===== src/sv/textured_wall_column_shader_core_macros.svh =====
// Assertion macros for the textured wall column shader core.
// Used by the top level only; expects i_clk and i_rst_n in scope.
`ifndef TEXTURED_WALL_COLUMN_SHADER_CORE_MACROS_SVH
`define TEXTURED_WALL_COLUMN_SHADER_CORE_MACROS_SVH

// Same-cycle implication, checked outside reset.
`define TWS_ASSERT_NOW(lbl, ante, cons, msg) \
    lbl: assert property (@(posedge i_clk) disable iff (!i_rst_n) (ante) |-> (cons)) \
        else $error(msg);

// Next-cycle implication, checked outside reset.
`define TWS_ASSERT_NEXT(lbl, ante, cons, msg) \
    lbl: assert property (@(posedge i_clk) disable iff (!i_rst_n) (ante) |=> (cons)) \
        else $error(msg);

`endif


===== src/sv/tws_pkg.sv =====
// Package for the textured wall column shader core.
// Holds texture geometry, widths, register indexes and pipeline structs.
`default_nettype none
package tws_pkg;
    localparam int TEX_WIDTH   = 64;
    localparam int TEX_HEIGHT  = 64;
    localparam int STORE_DEPTH = 4096;

    localparam int AW   = $clog2(STORE_DEPTH);
    localparam int TXW  = $clog2(TEX_WIDTH);
    localparam int TYW  = $clog2(TEX_HEIGHT);
    localparam int FW   = 16 + $clog2(TEX_WIDTH + 1);
    localparam int AMW  = TYW + TXW + 1;
    localparam int NUMW = 18;
    localparam int DW   = 17;
    localparam int RW   = DW + 1;
    localparam int PW   = DW + $clog2(TEX_HEIGHT + 1);

    localparam int DIV_SPS    = 2;
    localparam int DIV_STAGES = (TYW + DIV_SPS - 1) / DIV_SPS;

    localparam int PAW = 4;
    localparam logic [1:0] REG_SCREEN_HEIGHT = 2'd0;
    localparam logic [1:0] REG_SKY_RGB       = 2'd1;
    localparam logic [1:0] REG_GROUND_RGB    = 2'd2;

    localparam logic [11:0] SCREEN_HEIGHT_RST = 12'd480;

    typedef enum logic [2:0] {
        REGION_CEIL  = 3'b001,
        REGION_WALL  = 3'b010,
        REGION_FLOOR = 3'b100
    } t_region;

    typedef struct packed {
        logic        mode;
        logic [11:0] screen_column;
        logic [11:0] screen_row;
        logic [11:0] wall_top;
        logic [11:0] wall_bottom;
        logic [15:0] wall_height;
        logic [15:0] hit_fraction;
        logic        hit_side;
        logic        ray_x_positive;
        logic        ray_y_negative;
        logic [11:0] texel_index;
        logic [23:0] texel_value;
    } t_req;

    typedef struct packed {
        logic        wr;
        logic        emit;
        t_region     region;
        logic [11:0] col;
        logic [11:0] row;
        logic [23:0] color;
    } t_ctl;

    typedef struct packed {
        t_ctl           ctl;
        logic [TXW-1:0] tx;
        logic [AW-1:0]  widx;
        logic           nonpos;
        logic           ovf;
    } t_dpay;
endpackage
`default_nettype wire


===== src/sv/tws_div.sv =====
// Pipelined restoring divider for the texel row quotient.
// Depends on tws_pkg.
`default_nettype none
module tws_div
    import tws_pkg::*;
(
    input  wire logic          i_clk,
    input  wire logic          i_rst_n,
    input  wire logic          i_en,
    input  wire logic          i_vld,
    input  wire t_dpay         i_pay,
    input  wire logic [PW-1:0] i_p,
    input  wire logic [DW-1:0] i_d,
    output logic               o_vld,
    output t_dpay              o_pay,
    output logic [TYW-1:0]     o_q
);
    logic [DIV_STAGES-1:0] r_vld;
    logic [RW-1:0]  r_rem [DIV_STAGES];
    logic [RW-1:0]  n_rem [DIV_STAGES];
    logic [TYW-1:0] r_q   [DIV_STAGES];
    logic [TYW-1:0] n_q   [DIV_STAGES];
    logic [PW-1:0]  r_p   [DIV_STAGES];
    logic [DW-1:0]  r_d   [DIV_STAGES];
    t_dpay          r_pay [DIV_STAGES];
    logic [RW-1:0]  w_rem [DIV_STAGES+1];
    logic [TYW-1:0] w_q   [DIV_STAGES+1];
    logic [PW-1:0]  w_p   [DIV_STAGES+1];
    logic [DW-1:0]  w_d   [DIV_STAGES+1];
    t_dpay          w_pay [DIV_STAGES+1];

    always_comb begin
        w_rem[0] = RW'(i_p >> TYW);
        w_q[0]   = '0;
        w_p[0]   = i_p;
        w_d[0]   = i_d;
        w_pay[0] = i_pay;
        for (int s = 0; s < DIV_STAGES; s++) begin
            w_rem[s+1] = r_rem[s];
            w_q[s+1]   = r_q[s];
            w_p[s+1]   = r_p[s];
            w_d[s+1]   = r_d[s];
            w_pay[s+1] = r_pay[s];
        end
    end

    always_comb begin
        logic [RW-1:0]  rem;
        logic [RW-1:0]  t;
        logic [TYW-1:0] q;
        int             k;
        for (int s = 0; s < DIV_STAGES; s++) begin
            rem = w_rem[s];
            q   = w_q[s];
            for (int j = 0; j < DIV_SPS; j++) begin
                k = s * DIV_SPS + j;
                if (k < TYW) begin
                    t = {rem[RW-2:0], w_p[s][TYW-1-k]};
                    if (t >= RW'(w_d[s])) begin
                        rem          = t - RW'(w_d[s]);
                        q[TYW-1-k]   = 1'b1;
                    end else begin
                        rem = t;
                    end
                end
            end
            n_rem[s] = rem;
            n_q[s]   = q;
        end
    end

    always_ff @(posedge i_clk) begin
        if (!i_rst_n) begin
            r_vld <= '0;
        end else if (i_en) begin
            r_vld[0] <= i_vld;
            for (int s = 1; s < DIV_STAGES; s++) begin
                r_vld[s] <= r_vld[s-1];
            end
        end
    end

    always_ff @(posedge i_clk) begin
        if (i_en) begin
            for (int s = 0; s < DIV_STAGES; s++) begin
                r_rem[s] <= n_rem[s];
                r_q[s]   <= n_q[s];
                r_p[s]   <= w_p[s];
                r_d[s]   <= w_d[s];
                r_pay[s] <= w_pay[s];
            end
        end
    end

    assign o_vld = r_vld[DIV_STAGES-1];
    assign o_pay = w_pay[DIV_STAGES];
    assign o_q   = w_q[DIV_STAGES];
endmodule
`default_nettype wire


===== config.mk =====
export PLATFORM = sky130hd
export DESIGN_NAME = tws_div
export DESIGN_NICKNAME = d
export VERILOG_FILES = /design/src/sv/textured_wall_column_shader_core_macros.svh /design/src/sv/tws_pkg.sv /design/src/sv/tws_div.sv
export SDC_FILE = /design/constraint.sdc
export NUM_CORES = 1
export LEC_CHECK = 0
export BUFFER_PORTS_ARGS = -buffer_cell sky130_fd_sc_hd__buf_2
export CORE_MARGIN = 1
export CORE_UTILIZATION = 40
export DETAILED_ROUTE_END_ITERATION = 7
export SLEW_MARGIN = 20
export SYNTH_ARGS = -nofsm -noshare
export SYNTH_HDL_FRONTEND = slang
export SYNTH_SLANG_ARGS = --single-unit

===== constraint.sdc =====
create_clock -name i_clk -period 13.55 [get_ports i_clk]
set_clock_uncertainty 0.05 [all_clocks]
set_input_delay 1.355 -clock i_clk [delete_from_list [all_inputs] [get_ports i_clk]]
set_output_delay 1.355 -clock i_clk [all_outputs]
set_load 0.01 [all_outputs]

==> flow_summary.toml <==
[outcome]
status = "completed"

[placed_design]
numPortBuffers = 196
dpl.hpwl_um = 20030
gp_congestion = 0.8733
post-place-cells = 1740

[layout]
diodes = 0
area_delta_synth_final_pct = 14.20
instances_no_fill = 1801
drive_gt1_frac = 0.2375
nFillCells = 3353
register_area_um2 = 9219
multiInputGateArea_um2 = 5049
fin_nets = 1498

[route]
drc = 0
drtIter0Drc = 321
via_per_inst = 4.867
dr_total_vias = 8766
routedWlPerCell_um = 15.20
drt_pass1_iterations = 4
ant_nets = 0
drt-total-wl_um = 27370

[global_route]
grt_pass1_wl_um = 43290
grt_overflow = 0
antenna_found_initial = 0
grt_max_degree = 93
first_global_vias = 8623
grt.total_usage = 0.1395

[clocking]
clock-sinks = 308
cts_buffers = 35
cts_tree = "built"
clkSlewWorstSetupHoldPaths_ns = 0.06
clkLatencyLatePin_ns = 0.52
post-cts-setup-buffers = 0
cts_resized = 0
cts_max_level = 2
clock-root-buffer = "clkbuf_16"
cts_max_path_buffers = 3
postCtsHoldBufs = 0

[sta]
slew_violations = 0
rsz0062_at_grt = "no"
hold_violations = 0
fin_setup_tns_ns = 0
holdWs_ns = 0.3560
max_slew.worst_pin.slew_ns = 0.9502
slew_headroom = 0.3666
report.final.setup_viol = 0
period_needed_ns = 6.531
fmax_mhz = 153.1
fin_crit_sh = 0.4820

[synth]
syn_avg_cell_area_um2 = 13.57
yosys.area_share.simple = 0.06316
synth_compound_area_frac = 0.09887
netlist_area_um2 = 15170
synth_xor_area_frac = 0.03694
synthArstFlopShare = 0
synth_area_leaders = "edfxtp_1 (60%), ha_1 (8.4%), buf_4 (3.6%), mux2_2 (3.3%), xnor2_1 (2.7%)"
synthMuxAreaShare = 0.04255
yosysTopAreaCell = "edfxtp_1"
synth_cell_types = 64
yosysSeqAreaShare = 0.6076
synthAdderAreaFrac = 0.09071
syn-num-nets = 1343
ys.flop_type = "edfxtp_1"
synth_cells = 1118
synth-seq-cells = 308
synth_top_family_by_area = "compound AO/OA/AOI/OAI gates"
yosysWarnings = 0
synth-edff-count = 305
synth_top_area_frac = 0.6036

[floorplan]
core_um2 = 36960
floorplan.initialDensity = 0.4105
dieArea_um2 = 38720
io_pins = 198
die_x_um = 196.8
die_h_um = 196.8
num_rows = 70

[run]
maxCapViolations = 0

[setup_path]
worst_setup_path_start_kind = "primary input"
cp_data_required_time_ns = 13.76
crit_type = "primary input to flop"
worst_ep_arrival_time_ns = 6.74
worstPathMaxFanout = 27
endpoint_kind = "flop"

[worst_hold_path]
hold_path_class = "flop to flop"

[power_and_ir_drop]
vdd_drop_max_uv = 84.21
powerDensity_nw_per_um2 = 202.7
power.leakage_nw = 6.877
-- synthesized netlist by cell type, drive strengths merged (20+ instances only) --
| library cell | count |
|---|---|
| ha | 102 |
| buf | 75 |
| nor2 | 48 |
| a21o | 28 |
| inv | 82 |
| nand2 | 44 |
| o21ai | 50 |
| a21oi | 52 |
| xnor2 | 46 |
| edfxtp | 305 |
| mux2 | 52 |
| nand4 | 20 |
-- critical path: stages --
cell and delay, ns:
buf_2 0.11, inv_1 0.05, ha_1 0.17, inv_1 0.06, fa_1 0.40, a21oi_1 0.22
o22ai_1 0.16, nor3_1 0.32, nor4_1 0.08, or2_2 0.52, mux2_2 0.38, ha_1 0.22
nor4_1 0.44, a21boi_0 0.32, o21ai_0 0.17, a41oi_1 0.49, a21o_1 0.17, a21boi_0 0.12
a2111oi_4 0.29, buf_4 0.30, mux2_2 0.37
-- layout make-up --
type,instances,share of cell area
clock inverter,19,0.009748
inverter,82,0.01776
sequential,308,0.5320
timing repair buffer,204,0.06065
clock buffer,42,0.05206
multi-input combinational,642,0.2914
tap,504,0.03639
-- power breakdown --
part,switching [mW],internal (mW)
combinational,0.723,0.643
sequential,0.0474,1.22
clock,0.361,0.517
-- logic make-up (layout without fill, tap and decap cells) --
kind of cell,count (synthesis),count (layout)
buffers and inverters,168,347
adders and majority gates,107,107
AOI/OAI and AO/OA,219,219
muxes,58,58
and+or+nand+nor,194,194
xor gates and xnor gates,64,64
DFF,308,308
-- path summary, 6_finish.rpt --
check,cells after the start,to,startpoint,slack (ns)
worst max-delay path,21,r_rem[0][6],i_p[5],7.02
worst min-delay path,0,r_pay[0][189],r_pay[0][116],0.36
worst max register to register,20,r_rem[0][19],r_d[0][0],7.27
worst min register to register,0,r_pay[0][189],r_pay[0][116],0.36
-- cells in the final DEF, fill, tap and decap left out, types with 5 or more instances in the layout --
cell type  synthesis  final
a211oi_1           5      5
a21boi_0           6      6
a21o_1            28     28
a21oi_1           51     51
a31oi_1            7      7
and3_1             6      6
buf_2              1    195
buf_4             73      8
clkbuf_1          11      7
clkbuf_16          0     35
clkinv_1           0      8
edfxtp_1         305    305
fa_1               5      5
ha_1             102    102
inv_1             82     82
mux2_1             7      7
mux2_2            45     45
mux2i_1            6      6
nand2_1           44     44
nand2b_1          10     10
nand3_1           15     15
nand4_1           20     20
nor2_1            47     47
nor2b_1           12     12
nor3_1            15     15
nor4_1             8      8
o211ai_1           5      5
o21a_1            10     10
o21ai_0           50     50
o21bai_1           8      8
o31a_1             5      5
o31ai_1            9      9
xnor2_1           46     46
xor2_1            18     18
-- flip-flops by register name, summed over array words and instances (netlist names) --
name / cells
r_pay: 219
r_q: 12
r_rem: 34
r_vld: 3
r_p: 6
r_d: 34
-- per-stage QoR --
step / setup WS (ns) / instance area (um2) / total power [mW] / utilization
after floorplan: 6.990 / 15170 / 2.351 / -
after global placement: 6.464 / 16260 / 2.632 / 0.4398
after detailed placement: 6.444 / 16260 / 2.644 / 0.4398
after CTS: 6.983 / 17330 / 3.552 / 0.4688
after global routing: 6.448 / 17330 / 3.765 / 0.4688
final: 7.019 / 17330 / 3.512 / 0.4688
-- layer usage --
| metal | vias to the layer above | wire length [um] | track usage |
|---|---|---|---|
| met2 | 185 | 13370 | 0.2404 |
| met5 | - | 0 | 0 |
| met4 | 0 | 709 | 0.05254 |
| met1 | 4092 | 12150 | 0.1745 |
| li1 | 4445 | - | - |
| met3 | 44 | 1138 | 0.02498 |
Note: power is estimated with default switching activity, not from simulation.
