[src/sv/textured_wall_column_shader_core_macros.svh]
// Assertion macros for the textured wall column shader core.
// Used by the top level only; expects i_clk and i_rst_n in scope.
`ifndef TEXTURED_WALL_COLUMN_SHADER_CORE_MACROS_SVH
`define TEXTURED_WALL_COLUMN_SHADER_CORE_MACROS_SVH

// Same-cycle implication, checked outside reset.
`define TWS_ASSERT_NOW(lbl, ante, cons, msg) \
    lbl: assert property (@(posedge i_clk) disable iff (!i_rst_n) (ante) |-> (cons)) \
        else $error(msg);

// Next-cycle implication, checked outside reset.
`define TWS_ASSERT_NEXT(lbl, ante, cons, msg) \
    lbl: assert property (@(posedge i_clk) disable iff (!i_rst_n) (ante) |=> (cons)) \
        else $error(msg);

`endif

[src/sv/tws_pkg.sv]
// Package for the textured wall column shader core.
// Holds texture geometry, widths, register indexes and pipeline structs.
`default_nettype none
package tws_pkg;
    localparam int TEX_WIDTH   = 64;
    localparam int TEX_HEIGHT  = 64;
    localparam int STORE_DEPTH = 4096;

    localparam int AW   = $clog2(STORE_DEPTH);
    localparam int TXW  = $clog2(TEX_WIDTH);
    localparam int TYW  = $clog2(TEX_HEIGHT);
    localparam int FW   = 16 + $clog2(TEX_WIDTH + 1);
    localparam int AMW  = TYW + TXW + 1;
    localparam int NUMW = 18;
    localparam int DW   = 17;
    localparam int RW   = DW + 1;
    localparam int PW   = DW + $clog2(TEX_HEIGHT + 1);

    localparam int DIV_SPS    = 2;
    localparam int DIV_STAGES = (TYW + DIV_SPS - 1) / DIV_SPS;

    localparam int PAW = 4;
    localparam logic [1:0] REG_SCREEN_HEIGHT = 2'd0;
    localparam logic [1:0] REG_SKY_RGB       = 2'd1;
    localparam logic [1:0] REG_GROUND_RGB    = 2'd2;

    localparam logic [11:0] SCREEN_HEIGHT_RST = 12'd480;

    typedef enum logic [2:0] {
        REGION_CEIL  = 3'b001,
        REGION_WALL  = 3'b010,
        REGION_FLOOR = 3'b100
    } t_region;

    typedef struct packed {
        logic        mode;
        logic [11:0] screen_column;
        logic [11:0] screen_row;
        logic [11:0] wall_top;
        logic [11:0] wall_bottom;
        logic [15:0] wall_height;
        logic [15:0] hit_fraction;
        logic        hit_side;
        logic        ray_x_positive;
        logic        ray_y_negative;
        logic [11:0] texel_index;
        logic [23:0] texel_value;
    } t_req;

    typedef struct packed {
        logic        wr;
        logic        emit;
        t_region     region;
        logic [11:0] col;
        logic [11:0] row;
        logic [23:0] color;
    } t_ctl;

    typedef struct packed {
        t_ctl           ctl;
        logic [TXW-1:0] tx;
        logic [AW-1:0]  widx;
        logic           nonpos;
        logic           ovf;
    } t_dpay;
endpackage
`default_nettype wire

[src/sv/tws_front.sv]
// Front stages: input register, row numerator and region decode, then scaling.
// Depends on tws_pkg.
`default_nettype none
module tws_front
    import tws_pkg::*;
(
    input  wire logic          i_clk,
    input  wire logic          i_rst_n,
    input  wire logic          i_en,
    input  wire logic          i_vld,
    input  wire t_req          i_req,
    input  wire logic [11:0]   i_screen_height,
    input  wire logic [23:0]   i_sky_rgb,
    input  wire logic [23:0]   i_ground_rgb,
    output logic               o_vld,
    output t_dpay              o_pay,
    output logic [PW-1:0]      o_p,
    output logic [DW-1:0]      o_d
);
    logic                   r_v1, r_v2, r_v3;
    t_req                   r_req;
    t_ctl                   r_ctl2, n_ctl2;
    logic [TXW-1:0]         r_tx2, n_tx2;
    logic [AW-1:0]          r_widx2;
    logic signed [NUMW-1:0] r_num2, n_num2;
    logic [DW-1:0]          r_d2, n_d2, r_d3;
    t_dpay                  r_pay3, n_pay3;
    logic [PW-1:0]          r_p3, n_p3;
    logic [15:0]            h_eff;
    logic [FW-1:0]          prod;
    logic [DW-1:0]          num_u;

    always_comb begin
        h_eff = (r_req.wall_height == 16'd0) ? 16'd1 : r_req.wall_height;
        n_d2  = {h_eff, 1'b0};
        n_num2 = $signed({5'b0, r_req.screen_row, 1'b0})
               - $signed({6'b0, i_screen_height})
               + $signed({2'b0, h_eff});
        prod  = FW'(r_req.hit_fraction) * FW'(TEX_WIDTH);
        n_tx2 = TXW'(prod >> 16);
        if ((!r_req.hit_side && r_req.ray_x_positive) ||
            (r_req.hit_side && r_req.ray_y_negative)) begin
            n_tx2 = TXW'(TEX_WIDTH - 1) - n_tx2;
        end
        n_ctl2.wr   = !r_req.mode;
        n_ctl2.emit = r_req.mode && (r_req.screen_row < i_screen_height);
        n_ctl2.col  = r_req.screen_column;
        n_ctl2.row  = r_req.screen_row;
        if (!r_req.mode) begin
            n_ctl2.region = REGION_WALL;
            n_ctl2.color  = r_req.texel_value;
        end else if (r_req.screen_row < r_req.wall_top) begin
            n_ctl2.region = REGION_CEIL;
            n_ctl2.color  = i_sky_rgb;
        end else if (r_req.screen_row < r_req.wall_bottom) begin
            n_ctl2.region = REGION_WALL;
            n_ctl2.color  = 24'd0;
        end else begin
            n_ctl2.region = REGION_FLOOR;
            n_ctl2.color  = i_ground_rgb;
        end
    end

    always_comb begin
        num_u         = r_num2[DW-1:0];
        n_pay3.ctl    = r_ctl2;
        n_pay3.tx     = r_tx2;
        n_pay3.widx   = r_widx2;
        n_pay3.nonpos = r_num2[NUMW-1] || (r_num2 == '0);
        n_pay3.ovf    = !n_pay3.nonpos && (num_u >= r_d2);
        n_p3          = PW'(num_u) * PW'(TEX_HEIGHT);
    end

    always_ff @(posedge i_clk) begin
        if (!i_rst_n) begin
            r_v1 <= 1'b0;
            r_v2 <= 1'b0;
            r_v3 <= 1'b0;
        end else if (i_en) begin
            r_v1 <= i_vld;
            r_v2 <= r_v1;
            r_v3 <= r_v2;
        end
    end

    always_ff @(posedge i_clk) begin
        if (i_en) begin
            r_req   <= i_req;
            r_ctl2  <= n_ctl2;
            r_tx2   <= n_tx2;
            r_widx2 <= AW'(r_req.texel_index);
            r_num2  <= n_num2;
            r_d2    <= n_d2;
            r_pay3  <= n_pay3;
            r_p3    <= n_p3;
            r_d3    <= r_d2;
        end
    end

    assign o_vld = r_v3;
    assign o_pay = r_pay3;
    assign o_p   = r_p3;
    assign o_d   = r_d3;
endmodule
`default_nettype wire

[config.mk]
export PLATFORM = sky130hd
export DESIGN_NAME = tws_front
export DESIGN_NICKNAME = d
export VERILOG_FILES = /design/src/sv/textured_wall_column_shader_core_macros.svh /design/src/sv/tws_pkg.sv /design/src/sv/tws_front.sv
export SDC_FILE = /design/constraint.sdc
export NUM_CORES = 1
export LEC_CHECK = 0
export BUFFER_PORTS_ARGS = -buffer_cell sky130_fd_sc_hd__buf_2
export CORE_MARGIN = 4
export CORE_UTILIZATION = 40
export CTS_BUF_LIST = sky130_fd_sc_hd__clkbuf_8
export CTS_CLUSTER_DIAMETER = 200
export CTS_CLUSTER_SIZE = 28
export DETAILED_ROUTE_END_ITERATION = 8
export PLACE_DENSITY = 0.68
export SLEW_MARGIN = 20
export SYNTH_ARGS = -nofsm -noshare
export SYNTH_HDL_FRONTEND = slang
export SYNTH_SLANG_ARGS = --single-unit
[constraint.sdc]
create_clock -name i_clk -period 5.4 [get_ports i_clk]
set_clock_uncertainty 0.2 [all_clocks]
set_input_delay 0.27 -clock i_clk [delete_from_list [all_inputs] [get_ports i_clk]]
set_output_delay 0.27 -clock i_clk [all_outputs]
set_load 0.01 [all_outputs]
==> impl_metrics.csv <==
group,metric,value,unit
placed_design,dp_cells,1416,
yosys,synth.distinct_cells,46,
final_layout,fin_nets,1455,
floorplan,start_util,0.406,
timing,period_share,0.769,
clocking,cts_tree,"yes",
yosys,synth_edf_count,321,
power_and_ir_drop,max-vdd-ir-drop,0.000213,V
worst_hold_path,hp-class,"in -> reg",
clocking,clock-sinks,324,
outcome,outcome,"finished, final reports clean",
yosys,synth_area,0.0128,mm2
floorplan,die_y,187,um
global_route,grt_remaining_overflow,0,
final_layout,nFillCells,2570,
final_layout,layout-drive-gt1-share,0.257,
clocking,postCtsSetupRepairBufs,0,
timing,hold_viol,0,
setup_path,cp-start-kind,"register",
setup_path,crit_top_cell,"a21o_1",
setup_path,max_stage_delay,520,ps
placed_design,placed_area,0.0147,mm2
timing,fmax,241,MHz
placed_design,hpwlAfterDp,18100,um
setup_path,path_cells,"fa_1 > a21o_1 > a21o_1 > a21oi_1 > nor2_1 > nor2_1 > xnor2_1 > ha_1 > or3_4 > or3_1 > o211a_1 > a211o_1 > a21o_1 > a21oi_2 > xor2_1",
clocking,clk_pin_slew,150,ps
final_layout,syn2layout_area_growth,28.9,%
placed_design,io_buffers,280,
routing,num_vias,7581,
timing,setup_tns,0,ps
timing,period_minus_slack,4150,ps
final_layout,finish.instance_area,0.0166,mm2
power_and_ir_drop,leakage,0.00683,uW
yosys,ys_warn_count,0,
setup_path,endpoint_kind,"register",
clocking,ctsHoldBuffers,161,
floorplan,die_area,0.0350,mm2
clocking,clk_latency,560,ps
final_layout,fin_cells,1604,
clocking,clk_path_buf_depth,3,
clocking,cts_buffers,15,
floorplan,core_area,0.0316,mm2
clocking,ctsResizeCount,0,
yosys,ys_seq_area_frac,0.755,
timing,setup_violations,0,
timing,rsz0062_at_grt,"no",
global_route,grt_max_degree,124,
yosys,synth_largest_area_cell,"edfxtp_1",
global_route,antenna_found_initial,8,
setup_path,cpMaxStageDelayCell,"edfxtp_1",
routing,wl_per_cell,16.8,um
global_route,grt_pass1_vias,8142,
yosys,synth.avg_cell_area,17.0,um2
routing,detailedRoute.firstPassIterationCount,4,
floorplan,die_w,187,um
yosys,async_flop_share,0,
routing,ant_nets,0,
timing,maxSlewViolCount,0,
clocking,cts_max_level,1,
yosys,synth_seq_cells,324,
yosys,postSynthCellCount,754,
timing,slew_headroom,0.240,
clocking,cts-root-buf,"clkbuf_8",
setup_path,required,5520,ps
setup_path,worst-path-buf-inv,0,
setup_path,critical_path_class,"reg -> reg",
routing,remaining_drc_errors,0,
routing,finalWirelength,27000,um
floorplan,core.rowCount,65,
global_route,grt_usage,0.150,
yosys,synth_area_leaders,"edfxtp_1, ha_1, a221o_1",
routing,drt-vias-per-instance,4.73,
setup_path,critPathMaxFanout,6,
setup_path,critPathTopFamily,"compound AO/OA/AOI/OAI gates",
setup_path,cp_data_arrival_time,4270,ps
yosys,synth-main-ff-cell,"edfxtp_1",
timing,worst_pin_slew,1140,ps
setup_path,r2r_setup_slack,1250,ps
power_and_ir_drop,power_density,308,mW/mm2
placed_design,gp_congestion,0.831,
flow_run,cap_violations,0,
global_route,grt_pass1_wl,42300,um
floorplan,ioPinCount,299,
yosys,yosysTopAreaCellShare,0.751,
routing,drtIter0Drc,341,
-- cell usage in the layout (no fill, tap or decap), drive strengths merged, types with 2 or more instances in the layout --
cell type,instances
xor2,7
a211o,3
mux2i,4
nor3,5
diode,7
nand2,8
or3,3
nor2,20
dlygate4sd3,161
a31o,3
nand2b,4
a211oi,3
and3,2
o22ai,2
a21o,26
clkbuf,15
inv,68
o211ai,2
edfxtp,321
nand4,8
a21oi,27
a221o,24
nand3,5
xnor2,25
nor4,6
fa,2
o21bai,3
o31a,3
ha,77
o21a,5
nor2b,32
dfxtp,3
buf,283
conb,8
o21ai,17
-- through the flow --
| stage | util | setup slack, ps | hold slack (ps) | power (uW) |
|---|---|---|---|---|
| after global routing | 0.523 | 929 | 25.6 | 5390 |
| after floorplan | - | 1550 | 169 | 3750 |
| after detailed placement | 0.464 | 1270 | 205 | 4100 |
| after global placement | 0.464 | 1290 | 200 | 4060 |
| final | 0.523 | 1250 | 13.1 | 5100 |
| after CTS | 0.523 | 1240 | 13.8 | 5160 |
-- logic make-up after synthesis --
kind of cell               after synthesis  share of synthesized area
AOI/OAI and AO/OA                      124                     0.0703
xor gates and xnor gates                32                     0.0218
adders and majority gates               79                     0.0781
buffers and inverters                   94                     0.0300
DFF                                    324                      0.755
muxes                                    4                    0.00312
other                                    1                   0.000292
and+or+nand+nor                         96                     0.0410
-- cell usage after synthesis, types with 2 or more instances --
cell type  number
and3_1          2
buf_4           8
o21ai_0        17
nor2b_1        32
o31a_1          3
xnor2_1        25
nor4_1          6
a21oi_1        26
o22ai_1         2
a31o_2          3
dfxtp_1         3
a221o_1        24
mux2i_1         4
nand4_1         8
fa_1            2
nor3_1          5
nand3_1         5
a211oi_1        3
edfxtp_1      321
xor2_1          7
a21o_1         25
or3_1           2
clkbuf_1       20
o21bai_1        3
nand2b_1        4
o21a_1          5
inv_1          64
buf_2           2
a211o_1         3
nand2_1         8
ha_1           77
o211ai_1        2
nor2_1         20
-- flip-flops by register name, summed over array words and instances (netlist names), 6 cells and up --
name	count
n_pay3	53
o_p	17
r_d2	16
o_pay	73
o_d	16
r_widx2	12
r_num2	18
r_tx2	6
n_ctl2	24
r_req	86
-- routing by layer --
layer / up-vias / track usage / share of wire
li1: 3707 / - / -
met2: 201 / 0.275 / 0.52
met1: 3612 / 0.174 / 0.39
met3: 59 / 0.0263 / 0.045
met4: 2 / 0.0609 / 0.040
met5: - / 0 / 0.00048
-- where the power goes --
| group | switching (uW) | leakage [uW] | total [uW] | internal (uW) |
|---|---|---|---|---|
| sequential | 119 | 0.00318 | 3200 | 3080 |
| clock | 685 | 0.000136 | 951 | 266 |
| combinational | 471 | 0.00352 | 952 | 481 |
| total | 1280 | 0.00683 | 5100 | 3830 |
-- cell type report --
| class | instances | area (um2) | share of cell area |
|---|---|---|---|
| clock inverter | 5 | 31.3 | 0.00189 |
| inverter | 64 | 240 | 0.0145 |
| tap | 402 | 503 | 0.0304 |
| clock buffer | 15 | 206 | 0.0125 |
| antenna | 7 | 17.5 | 0.00106 |
| multi-input combinational | 343 | 2790 | 0.169 |
| timing repair buffer | 444 | 3070 | 0.185 |
| sequential | 324 | 9700 | 0.586 |
-- path summary, 6_finish.rpt --
path | from | endpoint | depth (start not counted)
worst min register to register | n_pay3[27] | o_pay[27] | 0
worst max-delay path | n_ctl2[24] | r_num2[17] | 15
worst max register to register | n_ctl2[24] | r_num2[17] | 15
worst min-delay path | i_en | r_req[85] | 1
Power figures use the tool's default switching activity.
